--- src/rtl/core/csw_avg_pkg.sv ---
// Package for the calibrated sensor window average: field widths, register
// indexes, reset values and the lane control bundle.
// No dependencies; every other file of the block imports it.
`default_nettype none

package csw_avg_pkg;

    // Field widths.
    localparam int MEAN_W  = 13;
    localparam int RAW_W   = 13;
    localparam int TEMP_W  = 12;
    localparam int HUMID_W = 10;
    localparam int GAIN_W  = 16;
    localparam int OFS_W   = 11;
    localparam int CFG_W   = 16;
    localparam int TIMER_W = 18;
    localparam int PROD_W  = GAIN_W + RAW_W;
    localparam int FRAC_W  = 14;
    localparam int CAL_W   = PROD_W - FRAC_W + 1;
    localparam int IDX_W   = 3;

    localparam logic [TIMER_W-1:0] TIMER_MAX = {TIMER_W{1'b1}};
    localparam logic signed [MEAN_W-1:0] MEAN_MIN = {1'b1, {(MEAN_W-1){1'b0}}};
    localparam logic signed [MEAN_W-1:0] MEAN_MAX = {1'b0, {(MEAN_W-1){1'b1}}};

    // Register indexes on the configuration port.
    localparam logic [IDX_W-1:0] REG_TICK_MS      = 3'd0;
    localparam logic [IDX_W-1:0] REG_WINDOW_MS    = 3'd1;
    localparam logic [IDX_W-1:0] REG_READ_IVL_MS  = 3'd2;
    localparam logic [IDX_W-1:0] REG_TEMP_GAIN    = 3'd3;
    localparam logic [IDX_W-1:0] REG_TEMP_OFFSET  = 3'd4;
    localparam logic [IDX_W-1:0] REG_HUMID_GAIN   = 3'd5;
    localparam logic [IDX_W-1:0] REG_HUMID_OFFSET = 3'd6;

    // Reset values of the registers.
    localparam logic [CFG_W-1:0]  RST_TICK_MS     = 16'd100;
    localparam logic [CFG_W-1:0]  RST_WINDOW_MS   = 16'd60000;
    localparam logic [CFG_W-1:0]  RST_READ_IVL_MS = 16'd2000;
    localparam logic [GAIN_W-1:0] RST_GAIN        = 16'd16384;
    localparam logic [OFS_W-1:0]  RST_OFFSET      = 11'd0;

    // Control bundle from the sequencer to each lane.
    typedef struct packed {
        logic mul_en;  // register the calibration product of the input
        logic acc_en;  // add the calibrated value and start the division
        logic clr_en;  // window closes: clear the sum afterwards
    } lane_ctl_t;

endpackage

`default_nettype wire

--- src/rtl/core/csw_div.sv ---
// Serial signed-by-unsigned divider, one quotient bit per cycle, quotient
// truncated toward zero. Depends on csw_avg_pkg.
`default_nettype none

module csw_div
    import csw_avg_pkg::*;
#(
    parameter int CNT_W = 11,
    parameter int SUM_W = MEAN_W + CNT_W
) (
    input  wire logic                    aclk,
    input  wire logic                    aresetn,
    input  wire logic                    start,
    input  wire logic signed [SUM_W-1:0] dividend,
    input  wire logic [CNT_W-1:0]        divisor,
    output logic signed [MEAN_W-1:0]     quotient,
    output logic                         done
);

    localparam int STEP_W = $clog2(SUM_W + 1);

    logic              busy_reg,  busy_next;
    logic [STEP_W-1:0] step_reg,  step_next;
    logic [SUM_W-1:0]  q_reg,     q_next;
    logic [CNT_W-1:0]  rem_reg,   rem_next;
    logic [CNT_W-1:0]  d_reg,     d_next;
    logic              neg_reg,   neg_next;
    logic              done_reg,  done_next;
    logic [CNT_W:0]    trial;
    logic              fits;
    logic [SUM_W-1:0]  mag;
    logic [SUM_W-1:0]  q_signed;

    // Magnitude of the dividend; the most negative value still fits unsigned.
    assign mag   = dividend[SUM_W-1] ? (~dividend + 1'b1) : dividend;
    assign trial = {rem_reg, q_reg[SUM_W-1]};
    assign fits  = trial >= {1'b0, d_reg};

    // One restoring step per cycle.
    always_comb begin
        busy_next = busy_reg;
        step_next = step_reg;
        q_next    = q_reg;
        rem_next  = rem_reg;
        d_next    = d_reg;
        neg_next  = neg_reg;
        done_next = 1'b0;
        if (start) begin
            busy_next = 1'b1;
            step_next = STEP_W'(SUM_W);
            q_next    = mag;
            rem_next  = '0;
            d_next    = divisor;
            neg_next  = dividend[SUM_W-1];
        end else if (busy_reg) begin
            rem_next  = fits ? CNT_W'(trial - {1'b0, d_reg}) : trial[CNT_W-1:0];
            q_next    = {q_reg[SUM_W-2:0], fits};
            step_next = step_reg - 1'b1;
            if (step_reg == STEP_W'(1)) begin
                busy_next = 1'b0;
                done_next = 1'b1;
            end
        end
    end

    always_ff @(posedge aclk) begin
        if (!aresetn) begin
            busy_reg <= 1'b0;
            step_reg <= '0;
            done_reg <= 1'b0;
        end else begin
            busy_reg <= busy_next;
            step_reg <= step_next;
            done_reg <= done_next;
        end
    end

    always_ff @(posedge aclk) begin
        q_reg   <= q_next;
        rem_reg <= rem_next;
        d_reg   <= d_next;
        neg_reg <= neg_next;
    end

    // Apply the sign; the mean always fits the output width.
    assign q_signed = neg_reg ? (~q_reg + 1'b1) : q_reg;
    assign quotient = q_signed[MEAN_W-1:0];
    assign done     = done_reg;

endmodule

`default_nettype wire

--- src/rtl/core/csw_lane.sv ---
// One measurement lane: calibration multiply, saturation, window sum and
// running mean through a serial divider. Depends on csw_avg_pkg and csw_div.
`default_nettype none

module csw_lane
    import csw_avg_pkg::*;
#(
    parameter int CNT_W = 11
) (
    input  wire logic                     aclk,
    input  wire logic                     aresetn,
    input  wire lane_ctl_t                ctl,
    input  wire logic signed [RAW_W-1:0]  raw,
    input  wire logic signed [GAIN_W-1:0] gain,
    input  wire logic signed [OFS_W-1:0]  offset,
    input  wire logic [CNT_W-1:0]         divisor,
    output logic signed [MEAN_W-1:0]      mean,
    output logic                          done
);

    localparam int SUM_W = MEAN_W + CNT_W;

    logic signed [PROD_W-1:0] prod_reg;
    logic signed [SUM_W-1:0]  sum_reg, sum_next;
    logic signed [MEAN_W-1:0] mean_reg;
    logic signed [CAL_W-1:0]  shifted;
    logic signed [CAL_W:0]    cal_wide;
    logic signed [MEAN_W-1:0] cal;
    logic signed [SUM_W-1:0]  sum_add;
    logic signed [MEAN_W-1:0] quotient;
    logic                     div_done;

    // Calibration product, registered before the rest of the arithmetic.
    always_ff @(posedge aclk) begin
        if (ctl.mul_en) begin
            prod_reg <= gain * raw;
        end
    end

    // Drop the fraction bits (floor), add the offset and saturate.
    assign shifted  = CAL_W'(prod_reg >>> FRAC_W);
    assign cal_wide = (CAL_W+1)'(shifted) + (CAL_W+1)'(offset);
    always_comb begin
        if (cal_wide < (CAL_W+1)'(MEAN_MIN)) begin
            cal = MEAN_MIN;
        end else if (cal_wide > (CAL_W+1)'(MEAN_MAX)) begin
            cal = MEAN_MAX;
        end else begin
            cal = cal_wide[MEAN_W-1:0];
        end
    end

    assign sum_add = sum_reg + SUM_W'(cal);

    // Window sum: accumulate, and clear when the window closes.
    always_comb begin
        sum_next = sum_reg;
        if (ctl.clr_en) begin
            sum_next = '0;
        end else if (ctl.acc_en) begin
            sum_next = sum_add;
        end
    end

    always_ff @(posedge aclk) begin
        if (!aresetn) begin
            sum_reg  <= '0;
            mean_reg <= '0;
        end else begin
            sum_reg <= sum_next;
            if (div_done) begin
                mean_reg <= quotient;
            end
        end
    end

    csw_div #(
        .CNT_W (CNT_W),
        .SUM_W (SUM_W)
    ) u_div (
        .aclk     (aclk),
        .aresetn  (aresetn),
        .start    (ctl.acc_en),
        .dividend (sum_add),
        .divisor  (divisor),
        .quotient (quotient),
        .done     (div_done)
    );

    assign mean = mean_reg;
    assign done = div_done;

endmodule

`default_nettype wire

--- src/rtl/core/calibrated_sensor_window_average.sv ---
// Calibrated sensor window average: timers, sequencer, two measurement lanes
// and the merging output register. Depends on csw_avg_pkg and csw_lane.
// Ticks with a sample taken pass through the accumulate and divide states and
// wait for the serial dividers; other ticks go straight to the done state.
// Throughput: one tick at a time; the next may be accepted once the result
// has reached the output register. Synchronous active-low reset clears the
// timers, sums, count and means and restores the register reset values.
`default_nettype none

module calibrated_sensor_window_average
    import csw_avg_pkg::*;
#(
    parameter int MAX_COUNT = 1024
) (
    input  wire logic                      aclk,
    input  wire logic                      aresetn,
    // Configuration write port.
    input  wire logic                      cfg_we,
    input  wire logic [IDX_W-1:0]          cfg_index,
    input  wire logic [CFG_W-1:0]          cfg_data,
    // Input channel.
    input  wire logic                      s_valid,
    output logic                           s_ready,
    input  wire logic signed [TEMP_W-1:0]  s_temp_raw,
    input  wire logic [HUMID_W-1:0]        s_humid_raw,
    input  wire logic                      s_sample_ok,
    // Result channel.
    output logic                           m_valid,
    input  wire logic                      m_ready,
    output logic signed [MEAN_W-1:0]       m_temp_mean,
    output logic signed [MEAN_W-1:0]       m_humid_mean,
    output logic                           m_read_failed,
    output logic                           m_window_end
);

    localparam int CNT_W = $clog2(MAX_COUNT + 1);

    typedef enum logic [3:0] {
        ST_IDLE = 4'b0001,
        ST_ACC  = 4'b0010,
        ST_DIV  = 4'b0100,
        ST_DONE = 4'b1000
    } state_t;

    state_t state_reg, state_next;

    // Configuration registers.
    logic [CFG_W-1:0]         tick_ms_reg;
    logic [CFG_W-1:0]         window_ms_reg;
    logic [CFG_W-1:0]         read_ivl_reg;
    logic signed [GAIN_W-1:0] temp_gain_reg;
    logic signed [OFS_W-1:0]  temp_offset_reg;
    logic signed [GAIN_W-1:0] humid_gain_reg;
    logic signed [OFS_W-1:0]  humid_offset_reg;

    logic [TIMER_W-1:0] read_timer_reg, read_timer_next;
    logic [TIMER_W-1:0] window_timer_reg, window_timer_next;
    logic [CNT_W-1:0]   count_reg, count_next;
    logic               failed_reg, failed_next;
    logic               wend_reg, wend_next;

    logic               out_valid_reg, out_valid_next;
    logic signed [MEAN_W-1:0] out_temp_reg, out_humid_reg;
    logic               out_failed_reg, out_wend_reg;

    logic               accept;
    logic               due;
    logic               take;
    logic               wend_now;
    logic               load_out;
    logic [TIMER_W:0]   read_sum;
    logic [TIMER_W:0]   window_sum;
    logic [CNT_W-1:0]   divisor;
    lane_ctl_t          lane_ctl;
    logic signed [MEAN_W-1:0] temp_mean, humid_mean;
    logic               temp_done, humid_done;
    logic signed [RAW_W-1:0]  temp_raw_ext, humid_raw_ext;

    // Configuration writes.
    always_ff @(posedge aclk) begin
        if (!aresetn) begin
            tick_ms_reg      <= RST_TICK_MS;
            window_ms_reg    <= RST_WINDOW_MS;
            read_ivl_reg     <= RST_READ_IVL_MS;
            temp_gain_reg    <= RST_GAIN;
            temp_offset_reg  <= RST_OFFSET;
            humid_gain_reg   <= RST_GAIN;
            humid_offset_reg <= RST_OFFSET;
        end else if (cfg_we) begin
            case (cfg_index)
                REG_TICK_MS:      tick_ms_reg      <= cfg_data;
                REG_WINDOW_MS:    window_ms_reg    <= cfg_data;
                REG_READ_IVL_MS:  read_ivl_reg     <= cfg_data;
                REG_TEMP_GAIN:    temp_gain_reg    <= cfg_data;
                REG_TEMP_OFFSET:  temp_offset_reg  <= cfg_data[OFS_W-1:0];
                REG_HUMID_GAIN:   humid_gain_reg   <= cfg_data;
                REG_HUMID_OFFSET: humid_offset_reg <= cfg_data[OFS_W-1:0];
                default: ;
            endcase
        end
    end

    // Tick decisions made at the input transfer.
    assign s_ready  = (state_reg == ST_IDLE);
    assign accept   = s_valid && s_ready;
    assign due      = read_timer_reg >= TIMER_W'(read_ivl_reg);
    assign take     = due && s_sample_ok && (count_reg < CNT_W'(MAX_COUNT));
    assign wend_now = window_timer_reg > TIMER_W'(window_ms_reg);

    // Saturating timer advance.
    assign read_sum   = (TIMER_W+1)'(read_timer_reg) + (TIMER_W+1)'(tick_ms_reg);
    assign window_sum = (TIMER_W+1)'(window_timer_reg) + (TIMER_W+1)'(tick_ms_reg);

    assign divisor  = count_reg + 1'b1;
    assign load_out = (state_reg == ST_DONE) && (!out_valid_reg || m_ready);

    // Sequencer and tick state.
    always_comb begin
        state_next        = state_reg;
        read_timer_next   = read_timer_reg;
        window_timer_next = window_timer_reg;
        count_next        = count_reg;
        failed_next       = failed_reg;
        wend_next         = wend_reg;
        lane_ctl          = '0;
        case (state_reg)
            ST_IDLE: begin
                if (accept) begin
                    failed_next = due && !s_sample_ok;
                    wend_next   = wend_now;
                    if (due) begin
                        read_timer_next = TIMER_W'(tick_ms_reg);
                    end else if (read_sum > (TIMER_W+1)'(TIMER_MAX)) begin
                        read_timer_next = TIMER_MAX;
                    end else begin
                        read_timer_next = read_sum[TIMER_W-1:0];
                    end
                    if (wend_now) begin
                        window_timer_next = TIMER_W'(tick_ms_reg);
                    end else if (window_sum > (TIMER_W+1)'(TIMER_MAX)) begin
                        window_timer_next = TIMER_MAX;
                    end else begin
                        window_timer_next = window_sum[TIMER_W-1:0];
                    end
                    lane_ctl.mul_en = take;
                    if (take) begin
                        state_next = ST_ACC;
                    end else begin
                        lane_ctl.clr_en = wend_now;
                        if (wend_now) begin
                            count_next = '0;
                        end
                        state_next = ST_DONE;
                    end
                end
            end
            ST_ACC: begin
                lane_ctl.acc_en = 1'b1;
                lane_ctl.clr_en = wend_reg;
                count_next      = wend_reg ? '0 : divisor;
                state_next      = ST_DIV;
            end
            ST_DIV: begin
                if (temp_done && humid_done) begin
                    state_next = ST_DONE;
                end
            end
            ST_DONE: begin
                if (load_out) begin
                    state_next = ST_IDLE;
                end
            end
            default: begin
                state_next = ST_IDLE;
            end
        endcase
    end

    always_ff @(posedge aclk) begin
        if (!aresetn) begin
            state_reg        <= ST_IDLE;
            read_timer_reg   <= '0;
            window_timer_reg <= '0;
            count_reg        <= '0;
            failed_reg       <= 1'b0;
            wend_reg         <= 1'b0;
        end else begin
            state_reg        <= state_next;
            read_timer_reg   <= read_timer_next;
            window_timer_reg <= window_timer_next;
            count_reg        <= count_next;
            failed_reg       <= failed_next;
            wend_reg         <= wend_next;
        end
    end

    // The two lanes work side by side on temperature and humidity.
    assign temp_raw_ext  = RAW_W'(s_temp_raw);
    assign humid_raw_ext = signed'(RAW_W'(s_humid_raw));

    csw_lane #(.CNT_W(CNT_W)) u_temp_lane (
        .aclk    (aclk),
        .aresetn (aresetn),
        .ctl     (lane_ctl),
        .raw     (temp_raw_ext),
        .gain    (temp_gain_reg),
        .offset  (temp_offset_reg),
        .divisor (divisor),
        .mean    (temp_mean),
        .done    (temp_done)
    );

    csw_lane #(.CNT_W(CNT_W)) u_humid_lane (
        .aclk    (aclk),
        .aresetn (aresetn),
        .ctl     (lane_ctl),
        .raw     (humid_raw_ext),
        .gain    (humid_gain_reg),
        .offset  (humid_offset_reg),
        .divisor (divisor),
        .mean    (humid_mean),
        .done    (humid_done)
    );

    // Merging stage: the output register collects both means and the flags.
    always_comb begin
        out_valid_next = out_valid_reg;
        if (load_out) begin
            out_valid_next = 1'b1;
        end else if (m_ready) begin
            out_valid_next = 1'b0;
        end
    end

    always_ff @(posedge aclk) begin
        if (!aresetn) begin
            out_valid_reg <= 1'b0;
        end else begin
            out_valid_reg <= out_valid_next;
        end
    end

    always_ff @(posedge aclk) begin
        if (load_out) begin
            out_temp_reg   <= temp_mean;
            out_humid_reg  <= humid_mean;
            out_failed_reg <= failed_reg;
            out_wend_reg   <= wend_reg;
        end
    end

    assign m_valid       = out_valid_reg;
    assign m_temp_mean   = out_temp_reg;
    assign m_humid_mean  = out_humid_reg;
    assign m_read_failed = out_failed_reg;
    assign m_window_end  = out_wend_reg;

endmodule

`default_nettype wire

--- config.mk ---
export PLATFORM = sky130hd
export DESIGN_NAME = calibrated_sensor_window_average
export DESIGN_NICKNAME = d
export VERILOG_FILES = /design/src/rtl/core/csw_avg_pkg.sv /design/src/rtl/core/csw_div.sv /design/src/rtl/core/csw_lane.sv /design/src/rtl/core/calibrated_sensor_window_average.sv
export SDC_FILE = /design/constraint.sdc
export NUM_CORES = 2
export LEC_CHECK = 0
export BUFFER_PORTS_ARGS = -buffer_cell sky130_fd_sc_hd__buf_2
export CORE_ASPECT_RATIO = 0.6
export CORE_MARGIN = 2
export CORE_UTILIZATION = 60
export CTS_CLUSTER_DIAMETER = 60
export DETAILED_ROUTE_END_ITERATION = 16
export PLACE_DENSITY = 0.86
export SYNTH_ARGS = -nofsm -noshare
export SYNTH_HDL_FRONTEND = slang
export SYNTH_SLANG_ARGS = --single-unit
--- constraint.sdc ---
create_clock -name aclk -period 16.1 [get_ports aclk]
set_clock_uncertainty 0.15 [all_clocks]
set_input_delay 4.025 -clock aclk [delete_from_list [all_inputs] [get_ports aclk]]
set_output_delay 4.025 -clock aclk [all_outputs]
set_load 0.02 [all_outputs]
Word-level counts from Yosys, hierarchy flattened. Index checks and enable logic that the tools add are counted.

Flip-flop bits (word level): 410. Bits in latches: 0. RAM bits: 0. Memory bits (read-only): 0. Output and inout bits: 30. Logic and storage cells: 167. Memories: 0.

Add/subtract/negate cells: 15. $mul: 2. Div/mod/pow operators: 0. Order comparisons: 11. Eq/ne operators: 17. Shift operators: 0. Mux-type cells: 48. Bitwise logic cells: 7. Reduce and logical (&&, ||, !) cells: 28.

Operators by type and width (number): 24-bit 2-to-1 mux (6); 13-bit 2-to-1 mux (6); 18-bit 2-to-1 mux (4); 11-bit 2-to-1 mux (6); 24-bit by 1-bit adder with 24-bit output, second input constant (2); 24-bit by 13-bit adder with 24-bit output (2); 24-bit NOT (2); 18-bit by 16-bit adder with 19-bit output (2); 19-bit by 18-bit greater-than comparator with 1-bit output, second input constant (2); 17-bit by 13-bit greater-than comparator with 1-bit output, second input constant (2); 17-bit by 13-bit < comparator with 1-bit output, second input constant (2); 16-bit by 12-bit multiplier with 28-bit output (1); 16-bit by 11-bit multiplier with 27-bit output (1); 13-bit by 1-bit adder with 13-bit output, second input constant (2); 13-bit NOT (2); 12-bit by 11-bit greater-or-equal comparator with 1-bit output (2); 11-bit one-hot mux with 2 select lines (1); 11-bit subtractor (2); 5-bit 2-to-1 mux (4); 18-bit by 16-bit greater-or-equal comparator with 1-bit output (1); 18-bit by 16-bit greater-than comparator with 1-bit output (1); 4-bit 2-to-1 mux (4); 4-bit one-hot mux with 4 select lines (1); 2-bit AND reduction (8); other kinds (27) (62).

Logic depth before layout (Yosys ltp).
Depth in word-level cells: 9. Mapped depth: 27.

Cells and area by module. Synthesis repeated with hierarchy kept, for this count alone.

Cells, all modules: 4157. Area, all modules: 38017.7 um^2.

By module, submodules not included: csw_lane (u_humid_lane) (instances 1, cells each 1180, area an instance 10949.3 um^2, sequential area each 1191.1 um^2); csw_lane (u_temp_lane) (instances 1, cells each 1195, area an instance 10909.2 um^2, sequential area each 1191.1 um^2); calibrated_sensor_window_average (instances 1, cells each 1070, area an instance 9355.2 um^2, sequential area each 3963.8 um^2); csw_div (instances 2, cells each 356, area an instance 3402.0 um^2, sequential area each 1441.4 um^2).

Worst setup path before layout. No wires, ideal clock.

Path type: input port to flip-flop. Start: in s_humid_raw[4]. End: reg, netlist name u_humid_lane.prod_reg[26]. Setup time: 260 ps. Arrival time: 9336 ps. Required time: 15690 ps. Path slack: 6354 ps. Stages on the path: 21. Buffers on the path: 1. Cell sequence: clkbuf_1 -> nand2_1 -> fa_1 -> fa_1 -> inv_1 -> fa_1 -> inv_1 -> fa_1 -> inv_1 -> fa_1 -> ha_1 -> a21o_1 -> a21o_1 -> a21oi_1 -> nor2b_1 -> o31a_1 -> o311a_1 -> a221o_1 -> a211o_1 -> a21oi_1 -> xnor2_1.

Word-level cells in the longest chain between the ends: 1.

Ends and longest elaborated chain: start, declared (RTL line calibrated_sensor_window_average.sv:25) `input wire logic [HUMID_W-1:0] s_humid_raw,`; 16-bit by 11-bit multiplier with 27-bit output (RTL line csw_lane.sv:36) `prod_reg <= gain * raw;`.

Every way passes these cells. A chain may end at the register's enable or synchronous reset.

Worst setup path after layout.
Start: in s_humid_raw[4]. End: reg, netlist name u_humid_lane.prod_reg[26].

Word-level cells in the longest chain between the ends: 1.

Ends and longest elaborated chain (RTL line): 16-bit by 11-bit multiplier with 27-bit output (csw_lane.sv:36).

Every way passes these cells.

==> run metrics <==
R2R depth=26; worst-skew pair later-pin latency=roughly 0.57 ns; nets@finish=between 4000 and 5000; setup TNS=0 ns; Critical Path Source=s_humid_raw[4]; reg2reg end=u_humid_lane.u_div.q_reg[4]; flops & latches, synth=382; HP Start=u_temp_lane.mean[8]; Hold Buf Count CTS=0; clock sinks=~380; EDFF count, synth=approximately 120; final-report setup violation count=0; vias in the first global route=around 27000; Worst-path clk slew=around 0.07 ns; drt pass-1 iters=6; clk buf depth=3; Die Area=around 0.06 mm^2; Reg power frac=36.5%; finished layout cell area=about 0.037 mm^2; I/O pin cnt=slightly below 80; simple-gate portion of the synthesized area=between 10% and 20%; Placed Area=0.03558 mm^2; worst slew pin tran=1.368 ns; crit path max-delay cell type=fa_1; Static Leak=approximately 16 nW; Post-route DRC=0; Post-CTS Resized=0; CP max FO=16; mapped cell area=approximately 0.035 mm^2; maximum VDD drop=approximately 0.000066 V; Final Util=64.30%; Die W=314.6 um; share of Yosys cell area claimed by the top area cell type=18.91%; Filler cells=between 4000 and 5000; # rows=68; Fin. Hold Viols=0; largest family of logic cells by synthesized area=adder cells; Area growth syn-to-layout=6.160%; clock buffer count from CTS=38; most common cell in the netlist=nand2_1; Max Cap Viol=0; unrepaired setup endpoints after global routing=no; cell internal pwr=1.969 mW; Synth area leaders=fa_1 (19%), dfxtp_1 (15%), ha_1 (10%), edfxtp_1 (10%), nand2_1 (6.7%); Congestion Overflow GR=0; clock network power share=31.0%; worst hold-check path type=reg -> reg; status=finished, final reports clean; Netlist cell types=between 80 and 90; top_reg_cell synth=dfxtp_1; WL per Instance=between 15 and 20 um; final hold slack=0.2869 ns; crit path DAT=~10 ns; first-pass GRT wire length=between 100000 and 150000 um; share of cells above drive strength 1=between 4 and 5%; total of warnings raised by yosys=0; Crit. End Element=register; HPWL after DPL=about 65000 um; relative slew slack=8.128%; achievable frequency=around 100 MHz; CP startpoint kind=input port; Comb pwr share=32.5%; Synth top cells by count=nand2_1 (620), inv_1 (471), fa_1 (328); via count=approximately 28000; DR vias/cell=a little under 6; Power Density=~80 mW/mm^2; switch share=between 30% and 40%; IO Port Bufs=76; kind of critical path=in -> reg; clock root cell=clkbuf_16; post-CTS setup buffers=0; FF-to-FF setup slack=8.83 ns; cells after synthesis=4008; H-tree levels=2; adder-cell share of the synthesized area=29.06%; post-synthesis sequential area ratio=between 20% and 30%; Mapped Nets=4665; CP cell instances=buf_2 -> nand2_1 -> fa_1 -> fa_1 -> inv_1 -> fa_1 -> inv_1 -> fa_1 -> inv_1 -> fa_1 -> ha_1 -> a21o_1 -> a21o_1 -> a21oi_1 -> nor2b_1 -> o31a_1 -> o311a_1 -> a221o_1 -> a211o_1 -> a21oi_1 -> xnor2_1; Antenna Violating Nets Remaining=0; P_sw=~1.1 mW; post-synthesis xor/xnor area fraction=approximately 4.6%; Async SR Flop Fraction=0%; GPL Wtd Cong=0.9481; leading area contributor after synthesis=fa_1; ratio of final minimum period to clock period=between 50% and 60%; Max stage delay on crit path=~0.54 ns; core box area=approximately 0.057 mm^2; Starting Density=approximately 61%; cell mode on critical path=fa_1; CTS tree=done; crit path to=u_humid_lane.prod_reg[26]; chip height=roughly 190 um; compound-cell area share of the yosys netlist=about 15%; Iter 0 DRT Violations=about 2900; antenna violations before repair=4; Total GRT Usage=between 20% and 30%; Max Slew Vio Count=0; largest net degree at the start of global routing=98; multiplexer share of the synthesized area=under 10%; Avg Inst Size Synth=between 8 and 9 um^2; RR Startpoint=u_humid_lane.prod_reg[14]; Worst Path Required=16.24 ns; drt total wl=slightly below 90000 um; minimum clock period after layout=slightly below 10 ns
==> power groups by stage <==
stage | logic (mW) | registers, mW | clock network (mW)
final | 0.987 | 1.11 | 0.939
after global routing | 1.10 | 1.11 | 0.987
after CTS | 0.970 | 1.10 | 0.948
after detailed placement | 0.958 | 1.13 | 0
after global placement | 0.932 | 1.12 | 0
after floorplan | 0.730 | 1.11 | 0
==> cells in the final DEF, fill, tap and decap left out, drive strengths merged, types with 7 or more instances in the layout <==
master and instances:
a21oi 253, buf 96, a31oi 22, xnor2 116
a21o 44, o31ai 21, or3 27, nor3 82
o2111ai 11, nand3 58, a211oi 61, and2 156
edfxtp 116, nor4b 8, and3 25, o31a 11
inv 476, fa 328, o311ai 13, o21ai 152
nand4 22, ha 282, a2111oi 10, nor4 14
a31o 7, clkinv 15, a21boi 19, o211ai 37
or2 12, nor2b 35, nand2b 45, xor2 67
nor2 233, mux2i 36, o21a 43, nand2 620
a311oi 14, clkbuf 45, dfxtp 266
==> metrics by stage <==
| step | power [mW] | worst slack [ns] | instances |
|---|---|---|---|
| 5_1_grt | 3.201 | 6.238 | 4773 |
| 2_1_floorplan | 1.840 | 6.354 | 4008 |
| 6_report | 3.032 | 6.442 | 4774 |
| 4_1_cts | 3.022 | 6.489 | 4770 |
| 3_3_place_gp | 2.055 | 6.063 | 4700 |
| 3_5_place_dp | 2.083 | 5.926 | 4700 |
==> worst max-delay path, delay by kind of cell <==
kind	cells	cell delay [ns]
AOI/OAI and AO/OA	8	2.13
buffers and inverters	4	0.46
xor gates and xnor gates	1	0.08
adders and majority gates	6	2.86
and+or+nand+nor	2	0.23
==> how the worst min path moves through the flow <==
stage,endpoint,slack (ns),depth (start not counted)
6_report,m_temp_mean[8],0.29,0
5_1_grt,m_humid_mean[6],0.29,0
4_1_cts,m_humid_mean[6],0.28,0
3_5_place_dp,m_temp_mean[2],0.27,0
3_3_place_gp,m_temp_mean[2],0.27,0
2_1_floorplan,m_window_end,0.26,0
==> cell families after synthesis <==
logic type / Yosys count
and+or+nand+nor: 1362
AOI/OAI and AO/OA: 786
buffers and inverters: 647
adders and majority gates: 610
DFF: 382
xor gates and xnor gates: 183
muxes: 38
==> layer usage <==
| metal | GRT usage (%) | wire length [um] | up-vias |
|---|---|---|---|
| li1 | - | - | 13380 |
| met2 | 41.40 | 36150 | 1274 |
| met5 | 0 | 0 | - |
| met3 | 8.188 | 9371 | 140 |
| met1 | 43.03 | 39360 | 13520 |
| met4 | 6.392 | 1719 | 0 |
==> cell type report <==
class                   instances  area [um^2]  share of cell area [%]
clock inverters                25        262.8                  0.7126
multi-input cells            2979        23500                   63.73
repair buffers                 96        530.5                   1.439
clock buffers                  45         1018                   2.762
well taps                     770        963.4                   2.613
diodes                          4        10.01                 0.02715
inverters                     473         1778                   4.822
flip-flops and latches        382         8808                   23.89
No activity file was read; power rests on OpenSTA's default activity.
